## config.mk

```make
export PLATFORM = sky130hd
export DESIGN_NAME = roulette_wheel_selector
export DESIGN_NICKNAME = d
export VERILOG_FILES = /design/src/hw/rtl/rws_pkg.sv /design/src/hw/rtl/rws_fit_ram.sv /design/src/hw/rtl/rws_engine.sv /design/src/hw/rtl/roulette_wheel_selector.sv
export SDC_FILE = /design/constraint.sdc
export NUM_CORES = 2
export LEC_CHECK = 0
export BUFFER_PORTS_ARGS = -buffer_cell sky130_fd_sc_hd__buf_2
export CAP_MARGIN = 20
export CORE_MARGIN = 8
export CORE_UTILIZATION = 55
export DETAILED_ROUTE_END_ITERATION = 12
export GPL_ROUTABILITY_DRIVEN = 0
export PLACE_DENSITY = 0.75
export SYNTH_ARGS = -nofsm -noshare
export SYNTH_HDL_FRONTEND = slang
export SYNTH_SLANG_ARGS = --single-unit
```

## constraint.sdc

```tcl
create_clock -name clk -period 10.3 [get_ports clk]
set_input_delay 1.03 -clock clk [delete_from_list [all_inputs] [get_ports clk]]
set_output_delay 1.03 -clock clk [all_outputs]
set_load 0.03 [all_outputs]
```

## src/hw/rtl/rws_pkg.sv

```systemverilog
package rws_pkg;

  localparam int MAX_POPULATION = 64;
  localparam int MAG_W = 31;
  localparam int POP_W = 7;
  localparam logic [POP_W-1:0] POP_RESET = 7'd50;

  localparam logic OP_WRITE  = 1'b0;
  localparam logic OP_SELECT = 1'b1;

  typedef struct packed {
    logic               operation;
    logic [5:0]         entry_index;
    logic signed [31:0] fitness_value;
    logic [15:0]        random_fraction;
  } in_beat_t;

  typedef struct packed {
    logic [5:0] selected_index;
    logic       total_is_zero;
  } out_beat_t;

  typedef enum logic [2:0] {
    ST_CLEAR,
    ST_IDLE,
    ST_WR_UPD,
    ST_SEL_MUL,
    ST_SEL_WALK,
    ST_DONE
  } eng_state_t;

endpackage

```

## src/hw/rtl/rws_fit_ram.sv

```systemverilog
module rws_fit_ram #(
  parameter int DEPTH = 64,
  parameter int AW    = 6,
  parameter int DW    = 31
) (
  input  logic          clk,
  input  logic          we,
  input  logic [AW-1:0] waddr,
  input  logic [DW-1:0] wdata,
  input  logic [AW-1:0] raddr,
  output logic [DW-1:0] rdata
);

  logic [DW-1:0] mem [DEPTH];
  logic [DW-1:0] rdata_r;

  always_ff @(posedge clk) begin
    if (we) begin
      mem[waddr] <= wdata;
    end
    rdata_r <= mem[raddr];
  end

  assign rdata = rdata_r;

endmodule

```

## src/hw/rtl/rws_engine.sv

```systemverilog
module rws_engine (
  input  logic                  clk,
  input  logic                  rst_n,
  input  logic                  in_valid,
  output logic                  in_stall,
  input  rws_pkg::in_beat_t     in_beat,
  input  logic [6:0]            pop_size,
  output logic                  res_valid,
  input  logic                  res_ready,
  output rws_pkg::out_beat_t    res_beat
);
  import rws_pkg::*;

  localparam int IDX_W = $clog2(MAX_POPULATION);
  localparam int TOT_W = MAG_W + IDX_W;
  localparam int CW    = (IDX_W + 1 > POP_W) ? IDX_W + 1 : POP_W;
  localparam logic [CW-1:0]    MAX_C = CW'(MAX_POPULATION);
  localparam logic [IDX_W-1:0] LAST_ENTRY = IDX_W'(MAX_POPULATION - 1);

  eng_state_t state_r, state_nxt;

  logic [IDX_W-1:0] clr_r, clr_nxt;
  logic [IDX_W-1:0] cur_r, cur_nxt;
  logic [IDX_W-1:0] widx_r, widx_nxt;
  logic [MAG_W-1:0] wmag_r, wmag_nxt;
  logic [15:0]      frac_r, frac_nxt;
  logic [TOT_W-1:0] total_r, total_nxt;
  logic [TOT_W-1:0] target_r, target_nxt;
  logic [TOT_W-1:0] cum_r, cum_nxt;

  logic             ram_we;
  logic [IDX_W-1:0] ram_waddr;
  logic [MAG_W-1:0] ram_wdata;
  logic [IDX_W-1:0] ram_raddr;
  logic [MAG_W-1:0] ram_rdata;

  logic [TOT_W+15:0] prod;
  logic [TOT_W-1:0]  sum;
  logic [CW-1:0]     pop_ext;
  logic [CW-1:0]     act_n;
  logic [IDX_W-1:0]  last_idx;
  logic [MAG_W-1:0]  in_mag;
  logic [CW-1:0]     in_idx_ext;

  rws_fit_ram #(
    .DEPTH (MAX_POPULATION),
    .AW    (IDX_W),
    .DW    (MAG_W)
  ) u_ram (
    .clk   (clk),
    .we    (ram_we),
    .waddr (ram_waddr),
    .wdata (ram_wdata),
    .raddr (ram_raddr),
    .rdata (ram_rdata)
  );

  // magnitude with the most negative code saturated
  always_comb begin
    if (!in_beat.fitness_value[31]) begin
      in_mag = in_beat.fitness_value[30:0];
    end else if (in_beat.fitness_value == 32'sh8000_0000) begin
      in_mag = {MAG_W{1'b1}};
    end else begin
      in_mag = MAG_W'(-in_beat.fitness_value);
    end
  end

  assign in_idx_ext = CW'(in_beat.entry_index);
  assign pop_ext    = CW'(pop_size);

  always_comb begin
    if (pop_ext == '0) begin
      act_n = CW'(1);
    end else if (pop_ext > MAX_C) begin
      act_n = MAX_C;
    end else begin
      act_n = pop_ext;
    end
  end
  assign last_idx = IDX_W'(act_n - CW'(1));

  assign prod = (TOT_W+16)'(total_r) * (TOT_W+16)'(frac_r);
  assign sum  = cum_r + TOT_W'(ram_rdata);

  always_ff @(posedge clk) begin
    if (!rst_n) begin
      state_r <= ST_CLEAR;
      clr_r   <= '0;
      total_r <= '0;
    end else begin
      state_r <= state_nxt;
      clr_r   <= clr_nxt;
      total_r <= total_nxt;
    end
  end

  always_ff @(posedge clk) begin
    cur_r    <= cur_nxt;
    widx_r   <= widx_nxt;
    wmag_r   <= wmag_nxt;
    frac_r   <= frac_nxt;
    target_r <= target_nxt;
    cum_r    <= cum_nxt;
  end

  always_comb begin
    state_nxt  = state_r;
    clr_nxt    = clr_r;
    cur_nxt    = cur_r;
    widx_nxt   = widx_r;
    wmag_nxt   = wmag_r;
    frac_nxt   = frac_r;
    total_nxt  = total_r;
    target_nxt = target_r;
    cum_nxt    = cum_r;
    in_stall   = 1'b1;
    res_valid  = 1'b0;
    ram_we     = 1'b0;
    ram_waddr  = widx_r;
    ram_wdata  = wmag_r;
    ram_raddr  = cur_r;

    case (state_r)
      ST_CLEAR: begin
        ram_we    = 1'b1;
        ram_waddr = clr_r;
        ram_wdata = '0;
        clr_nxt   = clr_r + IDX_W'(1);
        if (clr_r == LAST_ENTRY) begin
          state_nxt = ST_IDLE;
        end
      end
      ST_IDLE: begin
        in_stall = 1'b0;
        if (in_valid) begin
          widx_nxt = IDX_W'(in_beat.entry_index);
          wmag_nxt = in_mag;
          frac_nxt = in_beat.random_fraction;
          if (in_beat.operation == OP_SELECT) begin
            state_nxt = ST_SEL_MUL;
          end else if (in_idx_ext < MAX_C) begin
            // fetch the old magnitude for the total update
            ram_raddr = IDX_W'(in_beat.entry_index);
            state_nxt = ST_WR_UPD;
          end
        end
      end
      ST_WR_UPD: begin
        ram_we    = 1'b1;
        total_nxt = total_r - TOT_W'(ram_rdata) + TOT_W'(wmag_r);
        state_nxt = ST_IDLE;
      end
      ST_SEL_MUL: begin
        target_nxt = prod[TOT_W+15:16];
        cum_nxt    = '0;
        cur_nxt    = '0;
        ram_raddr  = '0;
        state_nxt  = ST_SEL_WALK;
      end
      ST_SEL_WALK: begin
        // a miss at the last entry also picks the last entry
        if (sum >= target_r || cur_r == last_idx) begin
          state_nxt = ST_DONE;
        end else begin
          cum_nxt   = sum;
          cur_nxt   = cur_r + IDX_W'(1);
          ram_raddr = cur_r + IDX_W'(1);
        end
      end
      ST_DONE: begin
        res_valid = 1'b1;
        if (res_ready) begin
          state_nxt = ST_IDLE;
        end
      end
      default: begin
        state_nxt = ST_IDLE;
      end
    endcase
  end

  assign res_beat.selected_index = 6'(cur_r);
  assign res_beat.total_is_zero  = (total_r == '0);

endmodule

```

## src/hw/rtl/roulette_wheel_selector.sv

```systemverilog
// Fitness-proportionate selector. Write beats store |fitness| (Q16.16, the most
// negative code saturates) in an on-chip table and keep a running total; select
// beats return the first index whose cumulative magnitude reaches
// total*r/65536, or the last active index if none does. A write reads the old
// entry, then updates the entry and the total; a select multiplies, then walks
// the table, reading one entry per cycle from the table memory. After reset
// the table is zeroed while input is stalled. The result sits in an output
// register so the next item can be taken while it waits. population_size must
// be written only while the block is idle; the block does not enforce this.
module roulette_wheel_selector (
  input  logic               clk,
  input  logic               rst_n,
  input  logic               in_valid,
  output logic               in_stall,
  input  rws_pkg::in_beat_t  in_beat,
  output logic               out_valid,
  input  logic               out_stall,
  output rws_pkg::out_beat_t out_beat,
  input  logic               cfg_we,
  input  logic [6:0]         cfg_wdata
);
  import rws_pkg::*;

  logic [POP_W-1:0] pop_size_r;
  logic             out_valid_r;
  out_beat_t        out_beat_r;
  logic             res_valid;
  logic             res_ready;
  out_beat_t        res_beat;

  rws_engine u_engine (
    .clk       (clk),
    .rst_n     (rst_n),
    .in_valid  (in_valid),
    .in_stall  (in_stall),
    .in_beat   (in_beat),
    .pop_size  (pop_size_r),
    .res_valid (res_valid),
    .res_ready (res_ready),
    .res_beat  (res_beat)
  );

  assign res_ready = !out_valid_r || !out_stall;

  always_ff @(posedge clk) begin
    if (!rst_n) begin
      pop_size_r  <= POP_RESET;
      out_valid_r <= 1'b0;
    end else begin
      if (cfg_we) begin
        pop_size_r <= cfg_wdata;
      end
      if (res_ready) begin
        out_valid_r <= res_valid;
      end
    end
  end

  always_ff @(posedge clk) begin
    if (res_ready && res_valid) begin
      out_beat_r <= res_beat;
    end
  end

  assign out_valid = out_valid_r;
  assign out_beat  = out_beat_r;

endmodule
```

# == After elaboration in Yosys (flattened, before gate mapping) ==
# Memory sizes are Yosys's and may differ from the RTL's. A register that Yosys moved wholly into a read port is not among the register bits.
# Cells that the tools add are included.
# word_totals
in_bits,67
latchBits,0
rom_bits,0
ramBits,1984
reg_bits,194
n_memories,1
# op_classes
addsub,7
n_reduce_logical,13
bitwise,0
n_div,0
n_mul,1
n_mux,26
n_lt_le_gt_ge,3
shift,0
eq_ne,14
# memory_table
memory,words,width,rd,rd_clocked_by_memory_dff,wr,line_no,source
u_engine.u_ram.mem,64,31,1,1,1,rws_fit_ram.sv:14,logic [DW-1:0] mem [DEPTH];
# op_table
op,count
$mux W31,3
$add A37 B31 Y37,2
$pmux W37 S2,1
$mul A37 B16 Y53,1
$mux W6,7
$ge A37 B37 Y1,1
$logic_not A37 Y1,1
$mux W37,1
$sub A37 B31 Y37,1
$eq A32 B32 Y1 const B,1
$neg A31 Y31,1
$mux W3,6
$pmux W6 S3,1
$pmux W3 S5,1
$add A6 B1 Y6 const B,2
$pmux W6 S2,1
$gt A7 B7 Y1 const B,1
$logic_not A7 Y1,1
$lt A6 B7 Y1 const B,1
$eq A3 B2 Y1 const B,2
$eq A3 B3 Y1 const B,2
$eq A6 B6 Y1,1
$eq A6 B6 Y1 const B,1
$ne A2 B2 Y1 const B,3
13 further kinds,21

# == Longest topological paths before layout ==
# depth
word_depth,8
mapped_depth,31
ltp_nobuf,28

# == Cells and area by module ==
# Synthesis repeated with hierarchy kept, for this count alone.
# hier_totals
cells_unflattened,6969
area_unflattened_um2,107775.9
# by_module_without_submodules
mod,cells_each,seq_area_each_um2,area_per_inst_um2,instances
rws_fit_ram,3418,60197.7,76305.7,1
rws_engine,3517,4914.7,30960.9,1
roulette_wheel_selector,34,370.4,509.2,1

# == Worst setup path before layout ==
# No wires, ideal clock.
# synth_timing
path_type,register to register
startpoint,reg u_engine.cum_r[5]
endpoint,"reg u_engine.cum_r[0], enable pin"
n_path_buf,0
slack_ns,3.005
arrival_ns,6.812
path_stages_with_launch,21
cell_sequence,edfxtp_1 ha_1 a21o_1 a21o_1 a21o_1 o211ai_1 a21oi_1 o41ai_1 o21ai_0 a311o_1 a31oi_1 nor2b_1 xor2_1 ha_1 a21oi_1 nor2_1 a211oi_1 o21ai_0 a211oi_1 nand2_1 o21ai_0
# synth_via
elab_chain_len,5
# synth_lines
item,line_no,source
from (decl),rws_engine.sv:29,"logic [TOT_W-1:0] cum_r, cum_nxt;"
from (signal assigned),rws_engine.sv:104,cum_r <= cum_nxt;
$add A37 B31 Y37,rws_engine.sv:84,assign sum = cum_r + TOT_W'(ram_rdata);
via u_engine.sum[34],rws_engine.sv:38,logic [TOT_W-1:0] sum;
$ge A37 B37 Y1,rws_engine.sv:163,if (sum >= target_r || cur_r == last_idx) begin
$logic_or A1 B1 Y1,rws_engine.sv:163,
$ne A2 B2 Y1 (no source line),n/a,
$reduce_and A2 Y1 (no source line),n/a,
# The timed path passes the listed nets, and every way through them passes these cells.
# A chain may end at the register's enable or synchronous reset.

# == Worst setup path after layout ==
# layout_timing
startpoint,reg u_engine.cum_r[0]
endpoint,"reg u_engine.u_ram.rdata_r[22] (netlist: u_engine.u_ram.rdata[22]), read port of u_engine.u_ram.mem"
# layout_via
elab_chain_len,5
# layout_lines
item,line_no,source
$add A37 B31 Y37,rws_engine.sv:84,
via u_engine.sum[36],rws_engine.sv:38,
$ge A37 B37 Y1,rws_engine.sv:163,
$logic_or A1 B1 Y1,rws_engine.sv:163,
$mux W6,n/a,
$pmux W6 S3,rws_engine.sv:124,case (state_r)
to (decl),rws_fit_ram.sv:15,logic [DW-1:0] rdata_r;
# The timed path passes the listed nets, and every way through them passes these cells.

==> run metrics <==
flip-flop and latch area 0.06548 sq mm; chip width 459.1 um; critical path data required time 11.04 ns; number of setup violations in the final report 0; layout overhead on the synthesized area 10.74%; maximum fanout along the worst path 43; Congestion Overflow GR 0; HPWL after detailed placement 188.8 mm; commonest cells after routing, fill and taps aside sky130_fd_sc_hd__edfxtp_1, sky130_fd_sc_hd__nand2_1, sky130_fd_sc_hd__inv_1, sky130_fd_sc_hd__nand3_1, sky130_fd_sc_hd__fa_1; setup repair after global routing missed its margin no; number of input and output port buffers inserted 75; biggest cell delay along the critical path 0.68 ns; CTS Hold Bufs 0; # rows 162; count of placed standard cells in the final layout, fillers left out 11630; number of resized instances in the post-cts repair step 0; buffers inserted during post-CTS setup optimization 0; fraction of layout instances using a drive strength above 1 0.09467; critical path launch point type flip-flop; final-report max-slew violation count 0; drt initial violations 9751; number of levels in the clock H-tree 4; path class of the lowest-slack min-delay path in2reg; total CTS buffers 207; die footprint 0.2108 sq mm; clock root buffer master sky130_fd_sc_hd__clkbuf_16; Critical Path Sink Type flip-flop; library cell with the largest summed area after synthesis sky130_fd_sc_hd__edfxtp_1; Synth warnings 0; Residual DRC 0; io pins 76; post-synthesis sequential area ratio 0.6064; initial cell density of the core 0.5538; routed wirelength normalized by instance count 26.19 um; number of maximum-capacitance constraint violations 0; Tightest Pin Transition 1.096 ns; Initial DRT Pass Iterations 8; WP data arrival 9.74 ns; synthesized area per cell 12.33 sq um; Max IR drop VDD 188.7 uV; vias in the first global route 73260; minimum clock period after layout 8.999 ns; via count 72460; Leak Pwr 0.04335 uW; final cycle utilization of the critical path 0.8737; cell with the largest stage delay on the worst path sky130_fd_sc_hd__o211a_4; setup TNS after final layout 0 ns; TritonCTS clock tree done; post-route clock skew 0.07051 ns; number of antenna violations at the first check in global routing 28; fraction of registers with async set/reset 0; most common cell after layout, fill and taps aside sky130_fd_sc_hd__edfxtp_1; first-pass GRT wire length 451.5 mm; post-synthesis cell count 8761; cell area after synthesis 0.1080 sq mm; multi-input gate area in the final layout 0.03892 sq mm; number of synthesized flops with an enable pin 2124; power density relative to cell area 146.6 mW/mm^2; critical path class reg2reg; Placeable Area 0.1950 sq mm; Post-synth top flop sky130_fd_sc_hd__edfxtp_1; sinks on the clock net 2209; Placed Instance Area 0.1128 sq mm; post-synth top area share 0.5906; endpoints failing hold 0; maximum operating frequency 0.1111 GHz; net count of the finished layout 9633; via/cell ratio 6.230; Die Y-Extent 459.1 um; worst-case headroom to the max-slew limit 0.2619; largest net degree at the start of global routing 110; insertion delay to the later sink of the worst-skew pair 0.86 ns; total placed cells including tap cells 11230; WL final 304.6 mm; worst hold slack 0.3668 ns; r2r setup slk 1.30 ns; flop and latch count out of synthesis 2209; clock transition at the registers of the reported paths 0.08 ns; maximum clock path buffer count 3; final design utilization 0.6133; Final Instance Area 0.1196 sq mm; outcome complete, no violations; leading cell types by total area after synthesis sky130_fd_sc_hd__edfxtp_1, sky130_fd_sc_hd__fa_1, sky130_fd_sc_hd__nand2_1; GRT Overall Usage 0.2831; fill cell instance count of the final layout 14300; DRT antenna net count 0; post-synthesis cell type count 76; Synth Net Count 9580
final cells by class:
cell class	count	area share
inverters	665	0.02087
clock buffers	258	0.04577
flip-flops and latches	2209	0.5476
diodes	17	0.0003557
repair buffers	336	0.02224
multi-input cells	5395	0.3254
well taps	2624	0.02745
clock inverters	126	0.01035
worst max-delay path: cells and delay by family (launching register included):
family	cells	cell delay, ns
AO/OA/AOI/OAI	11	3.97
multiplexers	1	0.54
flip-flops	1	0.37
buffers and inverters	4	1.00
AND/OR/NAND/NOR	9	1.90
adder cells (fa/ha/maj)	3	0.75
XOR/XNOR	1	0.18
flip-flops by register name (all words and copies together) (netlist names), 7 cells and up:
signal                flops
out_beat                  7
u_engine.u_ram.rdata     31
u_engine.cum_r           37
u_engine.wmag_r          31
u_engine.u_ram.mem     1984
u_engine.frac_r          16
u_engine.target_r        37
pop_size_r                7
u_engine.total_r         37
cell usage after synthesis (44+ instances only):
library cell,count
sky130_fd_sc_hd__fa_1,519
sky130_fd_sc_hd__buf_2,44
sky130_fd_sc_hd__and2_1,234
sky130_fd_sc_hd__xnor2_1,79
sky130_fd_sc_hd__o21ai_0,90
sky130_fd_sc_hd__a31oi_1,103
sky130_fd_sc_hd__xor2_1,49
sky130_fd_sc_hd__edfxtp_1,2124
sky130_fd_sc_hd__inv_1,663
sky130_fd_sc_hd__nand2_1,2079
sky130_fd_sc_hd__nor4_1,77
sky130_fd_sc_hd__dfxtp_1,85
sky130_fd_sc_hd__nand4_1,51
sky130_fd_sc_hd__a21oi_1,395
sky130_fd_sc_hd__mux4_2,91
sky130_fd_sc_hd__nand3_1,615
sky130_fd_sc_hd__nor2_1,210
sky130_fd_sc_hd__clkbuf_1,425
sky130_fd_sc_hd__a21o_1,45
sky130_fd_sc_hd__mux2i_1,114
sky130_fd_sc_hd__ha_1,233
where the power goes:
part           switching (uW)  leakage [uW]  internal [uW]
Combinational             120        0.0199           49.3
Sequential               17.7        0.0202           9750
Clock                    3410       0.00324           4190
routing by layer:
| layer | wire length, um | global-route usage | vias up | part of all wire |
|---|---|---|---|---|
| met5 | 69 | 0 | - | 0.00023 |
| met4 | 19290 | 0.1571 | 10 | 0.063 |
| met3 | 37150 | 0.06694 | 1031 | 0.12 |
| met2 | 141600 | 0.4541 | 4926 | 0.46 |
| met1 | 106500 | 0.3575 | 35810 | 0.35 |
| li1 | - | - | 30680 | - |
cell families (layout without fill, tap and decap cells):
| family | count (synthesis) | count (layout) | share of synthesized area |
|---|---|---|---|
| other | 0 | 17 | 0 |
| AO/OA/AOI/OAI | 858 | 858 | 0.04888 |
| XOR/XNOR | 128 | 128 | 0.01038 |
| multiplexers | 205 | 205 | 0.02955 |
| flip-flops | 2209 | 2209 | 0.6064 |
| buffers and inverters | 1157 | 1385 | 0.04132 |
| AND/OR/NAND/NOR | 3452 | 3452 | 0.1403 |
| adder cells (fa/ha/maj) | 752 | 752 | 0.1232 |
worst paths after layout:
path	startpoint	end	cells past startpoint
worst min register to register	u_engine.total_r[3]	u_engine.total_r[3]	2
worst max register to register	u_engine.cum_r[0]	u_engine.u_ram.rdata[22]	29
worst max-delay path	u_engine.cum_r[0]	u_engine.u_ram.rdata[22]	29
worst min-delay path	in_beat[6]	u_engine.frac_r[6]	1
stage by stage:
stage	setup WS, ns	total power (uW)
2_1_floorplan	3.005	10040
3_3_place_gp	1.464	10120
3_5_place_dp	1.412	10120
4_1_cts	1.357	17560
5_1_grt	0.7817	17920
6_report	1.301	17540
(Power assumes the default switching activity.)
